$ cat src/design/bme_pkg.sv
// Package of shared types and constants for the bitmap engine.
`timescale 1ns / 1ps
`default_nettype none

package bme_pkg;

  // Size of the bitmap and the widths that follow from it.
  localparam int NBITS       = 256;
  localparam int STORE_BYTES = (NBITS + 7) / 8;
  localparam int ADDR_W      = $clog2(STORE_BYTES);
  localparam int BCNT_W      = $clog2(STORE_BYTES + 1);
  localparam int CNT_W       = 9;
  localparam int IDX_W       = 9;
  localparam int POS_W       = 8;
  localparam int OP_W        = 4;

  // Constants of the byte population count.
  localparam logic [7:0] POP_M1 = 8'h55;
  localparam logic [7:0] POP_M2 = 8'h33;
  localparam logic [7:0] POP_M4 = 8'h0f;
  localparam logic [7:0] BYTE_ONES = 8'hff;

  // Operation codes of a request; the last code is unused and does nothing.
  typedef enum logic [OP_W-1:0] {
    OP_SET         = 4'd0,
    OP_CLEAR       = 4'd1,
    OP_INVERT      = 4'd2,
    OP_WRITE       = 4'd3,
    OP_READ        = 4'd4,
    OP_SET_ALL     = 4'd5,
    OP_CLEAR_ALL   = 4'd6,
    OP_INVERT_ALL  = 4'd7,
    OP_WRITE_ALL   = 4'd8,
    OP_ALL_ONES    = 4'd9,
    OP_ALL_ZEROS   = 4'd10,
    OP_COUNT_ONES  = 4'd11,
    OP_COUNT_ZEROS = 4'd12,
    OP_FIRST_ONE   = 4'd13,
    OP_FIRST_ZERO  = 4'd14,
    OP_UNUSED      = 4'd15
  } op_t;

  // Sequencer states.
  typedef enum logic [1:0] {
    ST_IDLE,
    ST_EXEC,
    ST_FIN
  } state_t;

  // Control handed to the byte unit.
  typedef struct packed {
    op_t        op;
    logic       wv;
    logic [7:0] mask;
  } bme_ctl_t;

  // Results returned by the byte unit.
  typedef struct packed {
    logic [7:0] new_byte;
    logic [3:0] ones;
    logic       hit;
    logic [2:0] hit_pos;
    logic       bit_val;
  } bme_res_t;

endpackage

`default_nettype wire

$ cat src/design/bme_if.sv
// Channel interfaces of the bitmap engine: request, result and configuration.
`timescale 1ns / 1ps
`default_nettype none

interface bme_in_if import bme_pkg::*; ();
  logic             valid;
  logic             ready;
  logic [OP_W-1:0]  op;
  logic [IDX_W-1:0] bit_addr;
  logic             write_value;

  modport source (output valid, output op, output bit_addr, output write_value,
                  input ready);
  modport sink (input valid, input op, input bit_addr, input write_value,
                output ready);
endinterface

interface bme_out_if import bme_pkg::*; ();
  logic             valid;
  logic             ready;
  logic             bit_value;
  logic             query_true;
  logic [CNT_W-1:0] count_result;
  logic [POS_W-1:0] position;
  logic             found;
  logic             index_error;

  modport source (output valid, output bit_value, output query_true,
                  output count_result, output position, output found,
                  output index_error, input ready);
  modport sink (input valid, input bit_value, input query_true,
                input count_result, input position, input found,
                input index_error, output ready);
endinterface

interface bme_cfg_if import bme_pkg::*; ();
  logic             valid;
  logic             ready;
  logic [CNT_W-1:0] data;

  modport source (output valid, output data, input ready);
  modport sink (input valid, input data, output ready);
endinterface

`default_nettype wire

$ cat src/design/bme_byte_unit.sv
// Shared byte unit: updates one byte of the bitmap, counts its ones and finds its first match.
`timescale 1ns / 1ps
`default_nettype none

module bme_byte_unit import bme_pkg::*; (
  input  wire logic [7:0] byte_in,
  input  bme_ctl_t        ctl,
  output bme_res_t        res
);

  logic [7:0] sel_bits;
  logic [7:0] seek_bits;
  logic [7:0] c1;
  logic [7:0] c2;
  logic [7:0] c4;
  logic [7:0] new_byte;
  logic       hit;
  logic [2:0] hit_pos;

  // New value of the byte under the mask.
  always_comb begin
    case (ctl.op)
      OP_SET, OP_SET_ALL:       new_byte = byte_in | ctl.mask;
      OP_CLEAR, OP_CLEAR_ALL:   new_byte = byte_in & ~ctl.mask;
      OP_INVERT, OP_INVERT_ALL: new_byte = byte_in ^ ctl.mask;
      OP_WRITE, OP_WRITE_ALL: begin
        new_byte = ctl.wv ? (byte_in | ctl.mask) : (byte_in & ~ctl.mask);
      end
      default:                  new_byte = byte_in;
    endcase
  end

  assign sel_bits = byte_in & ctl.mask;

  // Population count of the selected bits by folding pairs, nibbles and halves.
  assign c1 = sel_bits - ((sel_bits >> 1) & POP_M1);
  assign c2 = ((c1 >> 2) & POP_M2) + (c1 & POP_M2);
  assign c4 = ((c2 >> 4) + c2) & POP_M4;

  // Lowest bit that matches the sought value within the mask.
  assign seek_bits = (ctl.op == OP_FIRST_ZERO) ? (~byte_in & ctl.mask) : sel_bits;

  always_comb begin
    hit     = 1'b0;
    hit_pos = 3'd0;
    for (int j = 7; j >= 0; j--) begin
      if (seek_bits[j]) begin
        hit     = 1'b1;
        hit_pos = 3'(j);
      end
    end
  end

  assign res = {new_byte, c4[3:0], hit, hit_pos, |sel_bits};

endmodule

`default_nettype wire

$ cat src/design/bitmap_engine_core.sv
// Top level of the bitmap engine: sequencer, byte store and result register.
//
// The engine keeps a bitmap of 256 bits in a 32-byte store and answers one
// request at a time. A request on in_ch (op, bit_addr, write_value) is taken
// when valid and ready are both high; ready is high only while the sequencer is
// idle. Exactly one result per request appears on out_ch.
// Single-bit operations read the addressed byte and update it through the shared
// byte unit in ST_EXEC, then load the result in ST_FIN and return to idle. Bulk
// operations and queries walk the bytes covered by active_bits, one byte per
// cycle through the same unit, as the store has a single read port, and then
// load their result in ST_FIN. An out-of-range index, an empty span or an unused
// code goes from idle straight to ST_FIN.
// The result sits in an output register; a new request is taken while it waits,
// and the sequencer holds its next result, not ready, until the receiver has
// taken the first. The cfg_ch port writes active_bits and is always ready; write
// it only when the engine is idle. Reset clears the bitmap through one valid bit
// per byte, sets active_bits to 256 and empties the result register.
`timescale 1ns / 1ps
`default_nettype none

module bitmap_engine_core import bme_pkg::*; (
  input  wire logic clk,
  input  wire logic rst_n,
  bme_in_if.sink    in_ch,
  bme_out_if.source out_ch,
  bme_cfg_if.sink   cfg_ch
);

  state_t             state_r, state_nxt;
  op_t                op_r, op_nxt;
  logic               wv_r, wv_nxt;
  logic [2:0]         bit_sel_r, bit_sel_nxt;
  logic [ADDR_W-1:0]  addr_r, addr_nxt;
  logic [ADDR_W-1:0]  last_r, last_nxt;
  logic [CNT_W-1:0]   span_r, span_nxt;
  logic [CNT_W-1:0]   cnt_r, cnt_nxt;
  logic               found_r, found_nxt;
  logic [POS_W-1:0]   pos_r, pos_nxt;
  logic               bitv_r, bitv_nxt;
  logic               ierr_r, ierr_nxt;
  logic [CNT_W-1:0]   active_bits_r;

  logic               out_valid_r, out_valid_nxt;
  logic               out_bitv_r, out_qt_r, out_found_r, out_ierr_r;
  logic [CNT_W-1:0]   out_cnt_r;
  logic [POS_W-1:0]   out_pos_r;
  logic               out_load;

  logic [7:0]         mem [STORE_BYTES];
  logic [STORE_BYTES-1:0] vld_r;
  logic [ADDR_W-1:0]  rd_addr;
  logic [7:0]         rd_data_r;
  logic               rd_vld_r;
  logic               mem_we;
  logic [7:0]         cur_byte;

  logic [CNT_W-1:0]   span_now;
  logic [CNT_W:0]     nb_sum;
  logic [BCNT_W-1:0]  nbytes;
  logic               single_op;
  logic               is_find;
  logic [BCNT_W-1:0]  full_bytes;
  logic [7:0]         bulk_mask;
  logic [7:0]         unit_mask;
  logic               out_free;

  bme_ctl_t           ctl;
  bme_res_t           res;

  // Span covered by bulk operations and queries, and its length in bytes.
  assign span_now = (active_bits_r > CNT_W'(NBITS)) ? CNT_W'(NBITS) : active_bits_r;
  assign nb_sum   = (CNT_W+1)'(span_now) + (CNT_W+1)'(7);
  assign nbytes   = BCNT_W'(nb_sum >> 3);

  assign single_op = (in_ch.op <= OP_W'(OP_READ));
  assign is_find   = (op_r == OP_FIRST_ONE) || (op_r == OP_FIRST_ZERO);
  assign out_free  = !out_valid_r || out_ch.ready;

  // Mask of the bits of the current byte that lie inside the span.
  assign full_bytes = span_r[CNT_W-1:3];
  always_comb begin
    if (BCNT_W'(addr_r) < full_bytes) begin
      bulk_mask = BYTE_ONES;
    end else if (BCNT_W'(addr_r) == full_bytes) begin
      bulk_mask = ~(BYTE_ONES << span_r[2:0]);
    end else begin
      bulk_mask = 8'd0;
    end
  end

  // Shared byte unit.
  assign cur_byte  = rd_vld_r ? rd_data_r : 8'd0;
  assign unit_mask = (op_r <= OP_READ) ? (8'd1 << bit_sel_r) : bulk_mask;
  assign ctl       = {op_r, wv_r, unit_mask};

  bme_byte_unit u_unit (
    .byte_in (cur_byte),
    .ctl     (ctl),
    .res     (res)
  );

  // Sequencer: next state, accumulators and store control.
  always_comb begin
    state_nxt     = state_r;
    op_nxt        = op_r;
    wv_nxt        = wv_r;
    bit_sel_nxt   = bit_sel_r;
    addr_nxt      = addr_r;
    last_nxt      = last_r;
    span_nxt      = span_r;
    cnt_nxt       = cnt_r;
    found_nxt     = found_r;
    pos_nxt       = pos_r;
    bitv_nxt      = bitv_r;
    ierr_nxt      = ierr_r;
    rd_addr       = addr_r + ADDR_W'(1);
    mem_we        = 1'b0;
    out_load      = 1'b0;
    out_valid_nxt = out_valid_r && !out_ch.ready;
    case (state_r)
      ST_IDLE: begin
        rd_addr = single_op ? in_ch.bit_addr[ADDR_W+2:3] : '0;
        if (in_ch.valid) begin
          op_nxt      = op_t'(in_ch.op);
          wv_nxt      = in_ch.write_value;
          bit_sel_nxt = in_ch.bit_addr[2:0];
          addr_nxt    = rd_addr;
          last_nxt    = ADDR_W'(nbytes - BCNT_W'(1));
          span_nxt    = span_now;
          cnt_nxt     = '0;
          found_nxt   = 1'b0;
          pos_nxt     = '0;
          bitv_nxt    = 1'b0;
          ierr_nxt    = 1'b0;
          if (single_op) begin
            if (32'(in_ch.bit_addr) >= NBITS) begin
              ierr_nxt  = 1'b1;
              state_nxt = ST_FIN;
            end else begin
              state_nxt = ST_EXEC;
            end
          end else if (in_ch.op == OP_UNUSED || nbytes == '0) begin
            state_nxt = ST_FIN;
          end else begin
            state_nxt = ST_EXEC;
          end
        end
      end
      ST_EXEC: begin
        mem_we   = (op_r <= OP_WRITE) ||
                   (op_r >= OP_SET_ALL && op_r <= OP_WRITE_ALL);
        cnt_nxt  = cnt_r + CNT_W'(res.ones);
        bitv_nxt = (op_r == OP_READ) ? res.bit_val : 1'b0;
        if (is_find && !found_r && res.hit) begin
          found_nxt = 1'b1;
          pos_nxt   = POS_W'({addr_r, res.hit_pos});
        end
        if ((op_r <= OP_READ) || addr_r == last_r) begin
          state_nxt = ST_FIN;
        end else begin
          addr_nxt = addr_r + ADDR_W'(1);
        end
      end
      ST_FIN: begin
        if (out_free) begin
          out_load      = 1'b1;
          out_valid_nxt = 1'b1;
          state_nxt     = ST_IDLE;
        end
      end
      default: begin
        state_nxt = ST_IDLE;
      end
    endcase
  end

  // Control registers.
  always_ff @(posedge clk) begin
    if (!rst_n) begin
      state_r       <= ST_IDLE;
      out_valid_r   <= 1'b0;
      active_bits_r <= CNT_W'(NBITS);
      vld_r         <= '0;
    end else begin
      state_r     <= state_nxt;
      out_valid_r <= out_valid_nxt;
      if (cfg_ch.valid) begin
        active_bits_r <= cfg_ch.data;
      end
      if (mem_we) begin
        vld_r[addr_r] <= 1'b1;
      end
    end
  end

  // Working registers of the current request.
  always_ff @(posedge clk) begin
    op_r      <= op_nxt;
    wv_r      <= wv_nxt;
    bit_sel_r <= bit_sel_nxt;
    addr_r    <= addr_nxt;
    last_r    <= last_nxt;
    span_r    <= span_nxt;
    cnt_r     <= cnt_nxt;
    found_r   <= found_nxt;
    pos_r     <= pos_nxt;
    bitv_r    <= bitv_nxt;
    ierr_r    <= ierr_nxt;
  end

  // Byte store with registered read; an entry never written reads as zero.
  always_ff @(posedge clk) begin
    if (mem_we) begin
      mem[addr_r] <= res.new_byte;
    end
    rd_data_r <= mem[rd_addr];
    rd_vld_r  <= vld_r[rd_addr];
  end

  // Result register, loaded when the request is finished and the slot is free.
  always_ff @(posedge clk) begin
    if (out_load) begin
      out_bitv_r  <= bitv_r;
      out_ierr_r  <= ierr_r;
      out_found_r <= is_find && found_r;
      out_pos_r   <= is_find ? pos_r : '0;
      case (op_r)
        OP_ALL_ONES:    out_qt_r <= (cnt_r == span_r);
        OP_ALL_ZEROS:   out_qt_r <= (cnt_r == '0);
        default:        out_qt_r <= 1'b0;
      endcase
      case (op_r)
        OP_COUNT_ONES:  out_cnt_r <= cnt_r;
        OP_COUNT_ZEROS: out_cnt_r <= span_r - cnt_r;
        default:        out_cnt_r <= '0;
      endcase
    end
  end

  // Channel outputs.
  assign in_ch.ready         = (state_r == ST_IDLE);
  assign cfg_ch.ready        = 1'b1;
  assign out_ch.valid        = out_valid_r;
  assign out_ch.bit_value    = out_bitv_r;
  assign out_ch.query_true   = out_qt_r;
  assign out_ch.count_result = out_cnt_r;
  assign out_ch.position     = out_pos_r;
  assign out_ch.found        = out_found_r;
  assign out_ch.index_error  = out_ierr_r;

  // Once a request is taken, the engine is busy on the following cycle.
  a_busy_after_accept: assert property (@(posedge clk) disable iff (!rst_n)
    in_ch.valid && in_ch.ready |=> !in_ch.ready)
    else $error("engine ready again straight after taking a request");

  // A count never exceeds the active span.
  a_count_in_span: assert property (@(posedge clk) disable iff (!rst_n)
    out_ch.valid |-> out_ch.count_result <= span_now)
    else $error("count result beyond the active span");

  // A found position lies inside the span.
  a_pos_in_span: assert property (@(posedge clk) disable iff (!rst_n)
    out_ch.valid && out_ch.found |-> CNT_W'(out_ch.position) < span_now)
    else $error("find position outside the active span");

  // An index error never comes with a find, query or read answer.
  a_err_alone: assert property (@(posedge clk) disable iff (!rst_n)
    out_ch.valid && out_ch.index_error |->
      !out_ch.found && !out_ch.query_true && !out_ch.bit_value)
    else $error("index error reported together with an answer");

endmodule

`default_nettype wire

$ cat src/flat_wrapper.sv
// flat-port wrapper written by rule: the top's interface ports become plain ports
module bitmap_engine_core_flat import bme_pkg::*;
  (clk, rst_n, in_ch_valid, in_ch_op, in_ch_bit_addr, in_ch_write_value, in_ch_ready, out_ch_valid, out_ch_bit_value, out_ch_query_true, out_ch_count_result, out_ch_position, out_ch_found, out_ch_index_error, out_ch_ready, cfg_ch_valid, cfg_ch_data, cfg_ch_ready);
  bme_in_if in_ch_i ();
  bme_out_if out_ch_i ();
  bme_cfg_if cfg_ch_i ();
  input  wire logic clk;
  input  wire logic rst_n;
  input wire logic [$bits(in_ch_i.valid)-1:0] in_ch_valid;
  input wire logic [$bits(in_ch_i.op)-1:0] in_ch_op;
  input wire logic [$bits(in_ch_i.bit_addr)-1:0] in_ch_bit_addr;
  input wire logic [$bits(in_ch_i.write_value)-1:0] in_ch_write_value;
  output wire logic [$bits(in_ch_i.ready)-1:0] in_ch_ready;
  output wire logic [$bits(out_ch_i.valid)-1:0] out_ch_valid;
  output wire logic [$bits(out_ch_i.bit_value)-1:0] out_ch_bit_value;
  output wire logic [$bits(out_ch_i.query_true)-1:0] out_ch_query_true;
  output wire logic [$bits(out_ch_i.count_result)-1:0] out_ch_count_result;
  output wire logic [$bits(out_ch_i.position)-1:0] out_ch_position;
  output wire logic [$bits(out_ch_i.found)-1:0] out_ch_found;
  output wire logic [$bits(out_ch_i.index_error)-1:0] out_ch_index_error;
  input wire logic [$bits(out_ch_i.ready)-1:0] out_ch_ready;
  input wire logic [$bits(cfg_ch_i.valid)-1:0] cfg_ch_valid;
  input wire logic [$bits(cfg_ch_i.data)-1:0] cfg_ch_data;
  output wire logic [$bits(cfg_ch_i.ready)-1:0] cfg_ch_ready;
  assign in_ch_i.valid = in_ch_valid;
  assign in_ch_i.op = in_ch_op;
  assign in_ch_i.bit_addr = in_ch_bit_addr;
  assign in_ch_i.write_value = in_ch_write_value;
  assign in_ch_ready = in_ch_i.ready;
  assign out_ch_valid = out_ch_i.valid;
  assign out_ch_bit_value = out_ch_i.bit_value;
  assign out_ch_query_true = out_ch_i.query_true;
  assign out_ch_count_result = out_ch_i.count_result;
  assign out_ch_position = out_ch_i.position;
  assign out_ch_found = out_ch_i.found;
  assign out_ch_index_error = out_ch_i.index_error;
  assign out_ch_i.ready = out_ch_ready;
  assign cfg_ch_i.valid = cfg_ch_valid;
  assign cfg_ch_i.data = cfg_ch_data;
  assign cfg_ch_ready = cfg_ch_i.ready;
  bitmap_engine_core u_core (.clk(clk), .rst_n(rst_n), .in_ch(in_ch_i), .out_ch(out_ch_i), .cfg_ch(cfg_ch_i));
endmodule
$ cat config.mk
export PLATFORM = sky130hd
export DESIGN_NAME = bitmap_engine_core_flat
export DESIGN_NICKNAME = d
export VERILOG_FILES = /design/src/design/bme_pkg.sv /design/src/design/bme_if.sv /design/src/design/bme_byte_unit.sv /design/src/design/bitmap_engine_core.sv /design/src/flat_wrapper.sv
export SDC_FILE = /design/constraint.sdc
export NUM_CORES = 1
export LEC_CHECK = 0
export ABC_AREA = 1
export BUFFER_PORTS_ARGS = -buffer_cell sky130_fd_sc_hd__clkbuf_2
export CORE_MARGIN = 1.5
export CORE_UTILIZATION = 47
export DETAILED_ROUTE_END_ITERATION = 10
export HOLD_SLACK_MARGIN = 0.12
export PLACE_DENSITY = 0.67
export SYNTH_ARGS = -nofsm -noshare
export SYNTH_HDL_FRONTEND = slang
export SYNTH_SLANG_ARGS = --single-unit
$ cat constraint.sdc
create_clock -name clk -period 14.4 [get_ports clk]
set_input_delay 1.44 -clock clk [delete_from_list [all_inputs] [get_ports clk]]
set_output_delay 1.44 -clock clk [all_outputs]
set_load 0.005 [all_outputs]
==> results.ini <==
[setup_path]
cp-end-kind=flop
r2r_start=u_core.addr_r[4]
critical_path.top_delay_family=adder cells
cp.depth=29
r2r.worst_path.cells=29
crit_path_frequent_cell=nor2_1
setup.worst_path.start=u_core.addr_r[4]
cpPeakStageDelay_ns=0.54
cp.required_ns=14.70
path_max_fanout=6
cp_slowest_cell=fa_1
critical_path_class=reg -> reg
worstPathArrival_ns=6.16
path_buf_inv=4
startpoint_type=flop

[worst_hold_path]
min_path_type=reg -> reg
worstHoldStart=u_core.bitv_r
hold_depth=0

[synthesis]
synth_fa_ha_area_frac=0.0547
synth_nets=2111
yosysUniqueCellTypes=46
synth_mux_area_frac=0
synth_top_family_by_area=simple AND/OR/NAND/NOR gates
synth_edf_count=324
seq_area_frac_synth=0.582
netlist_area_sq_um=18500
synth_compound_gate_area_share=0.0444
avgSynthCellArea_sq_um=9.24
synth-simple-area-share=0.221
ys_ff_latch=377
async_reset_ff_frac=0
ys_warn_count=0
syn_inst=2005
synth_xor_area_frac=0.00709
synth_ff_type=edfxtp_1

[clocking]
hold_buffers=0
post_cts_resize_count=0
ctsRootBufferMaster=clkbuf_16
clock-sinks=377
cts_buffers=41
cts_setup_buffers=0
path_clk_slew_ns=0.06
cts_tree=yes
insertion_delay_ns=0.57
cts_htree_levels=2
clockBufferDepth=3

[die]
core-area_sq_um=38700
dieArea_sq_um=40600
rows=72
initial_core_util=0.478
die_h_um=202
die_w_um=202
num_io_pins=52

[pwr]
cellPowerDensity_nw_per_um2=185
cellLeakagePower_nw=8.99
vdd_drop_max_mv=0.107

[timing]
worst_pin_slew_ns=1.05
skew_ns=0.0345
maxSlewViolCount=0
layout_min_cycle_time_ns=5.85
fin_crit_sh=0.406
relSlewSlack=0.298
setup_tns_ns=0
hold_violations=0
setup_ws_ns=8.55
finalSetupViolCount=0
rsz0062_at_grt=no
max_freq_ghz=0.171

[grt]
antenna_found_initial=0
grt_pass1_wl_mm=69.8
grtUsageTotal=0.220
gr-total-overflow=0
grt_max_degree=84
grt_pass1_vias=12800

[final_layout]
antenna_cells=0
syn2layout_area_growth_pct=10.7
layout.nets=2155
layout-drive-gt1-share=0.0754
final_cells=2599
most-common-layout-cells=542 x nand2_1, 335 x inv_1, 324 x edfxtp_1, 236 x nand3_1, 176 x nor2_1
design_area_sq_um=20500
final_common_cell=nand2_1

[detailed_routing]
num_vias=13300
drt-total-wl_mm=44.2
drc=0
final_antenna_net_count=0
vias_per_cell=5.11
dr.pass1.iters=5
post_drt_wl_per_cell_um=17.0
drt_iter0_drc=1150

[placement]
gp_congestion=0.868
dp.cells=2524
hpwl_mm=28.4
place_ws_ns=8.59
port_buffers=50
place_area_sq_um=19200

[job]
drv_cap=0

[outcome]
status=finished, final reports clean

## layer usage
metal,up-vias,track usage,share of wire
met4,0,0.0749,0.026
met5,-,0,0
met3,73,0.0366,0.063
li1,6581,-,-
met2,384,0.357,0.47
met1,6254,0.300,0.44
## registers in the layout, indices dropped and copies added, names as in the netlist, 2 cells and up
name                        cells
u_core.mem                    256
u_core.vld_r                   32
u_core.active_bits_r            9
u_core.cnt_r                    9
u_core.out_ch.count_result      9
u_core.span_r                   9
u_core.out_ch.position          8
u_core.pos_r                    8
u_core.rd_data_r                8
u_core.addr_r                   5
u_core.last_r                   5
u_core.op_r                     4
u_core.bit_sel_r                3
u_core.state_r                  2
## worst register-to-register path: cells and delay by family (launching register included)
family	cells	cell delay, ns
AO/OA/AOI/OAI	2	0.32
XOR/XNOR	2	0.25
AND/OR/NAND/NOR	15	1.97
buffers and inverters	4	0.35
adder cells (fa/ha/maj)	6	2.26
flip-flops	1	0.47
## power breakdown
| part | internal, mW | total [mW] | switching, mW | leakage, nW |
|---|---|---|---|---|
| logic | 0.392 | 1.37 | 0.978 | 4.94 |
| registers | 1.37 | 1.42 | 0.0512 | 3.42 |
| clock network | 0.574 | 1.00 | 0.429 | 0.630 |
| total | 2.34 | 3.80 | 1.46 | 8.99 |
## cell families (layout without fill, tap and decap cells)
group / Yosys count / in the layout
xor gates and xnor gates: 15 / 15
adders and majority gates: 78 / 78
and+or+nand+nor: 990 / 990
buffers and inverters: 411 / 487
AOI/OAI and AO/OA: 133 / 133
DFF: 377 / 377
other: 1 / 1
## cell usage after synthesis (all sizes together) (11+ instances only)
| library cell | n | area (sq um) |
|---|---|---|
| edfxtp | 324 | 9730 |
| a21oi | 24 | 124 |
| nor3 | 11 | 55.1 |
| nand3 | 236 | 1180 |
| clkbuf | 25 | 93.8 |
| o211ai | 13 | 97.6 |
| o21ai | 63 | 345 |
| dfxtp | 53 | 1060 |
| nand2 | 548 | 2070 |
| buf | 43 | 294 |
| nor2 | 181 | 697 |
| inv | 341 | 1280 |
| ha | 73 | 913 |
## path summary, 6_finish.rpt
| path | endpoint | slack [ns] |
|---|---|---|
| setup reg to reg | u_core.cnt_r[7] | 8.55 |
| setup / recovery | u_core.cnt_r[7] | 8.55 |
| hold reg to reg | u_core.out_ch.bit_value | 0.42 |
| hold / removal | u_core.out_ch.bit_value | 0.42 |
## per-stage QoR
| stage | hold slack (ns) | power [mW] | util |
|---|---|---|---|
| after floorplan | 0.400 | 2.38 | - |
| after global placement | 0.412 | 2.77 | 0.496 |
| after detailed placement | 0.412 | 2.80 | 0.496 |
| after CTS | 0.426 | 3.80 | 0.530 |
| after global routing | 0.437 | 4.01 | 0.530 |
| final | 0.423 | 3.80 | 0.530 |
## cell type report
| type | count | area [sq um] |
|---|---|---|
| Clock buffer | 55 | 1130 |
| Clock inverter | 20 | 156 |
| Fill cell | 3462 | 18200 |
| Multi-Input combinational cell | 1217 | 6110 |
| Sequential cell | 377 | 10800 |
| Timing Repair Buffer | 69 | 393 |
| Tap cell | 518 | 648 |
| Inverter | 343 | 1290 |
(Power assumes the default switching activity.)
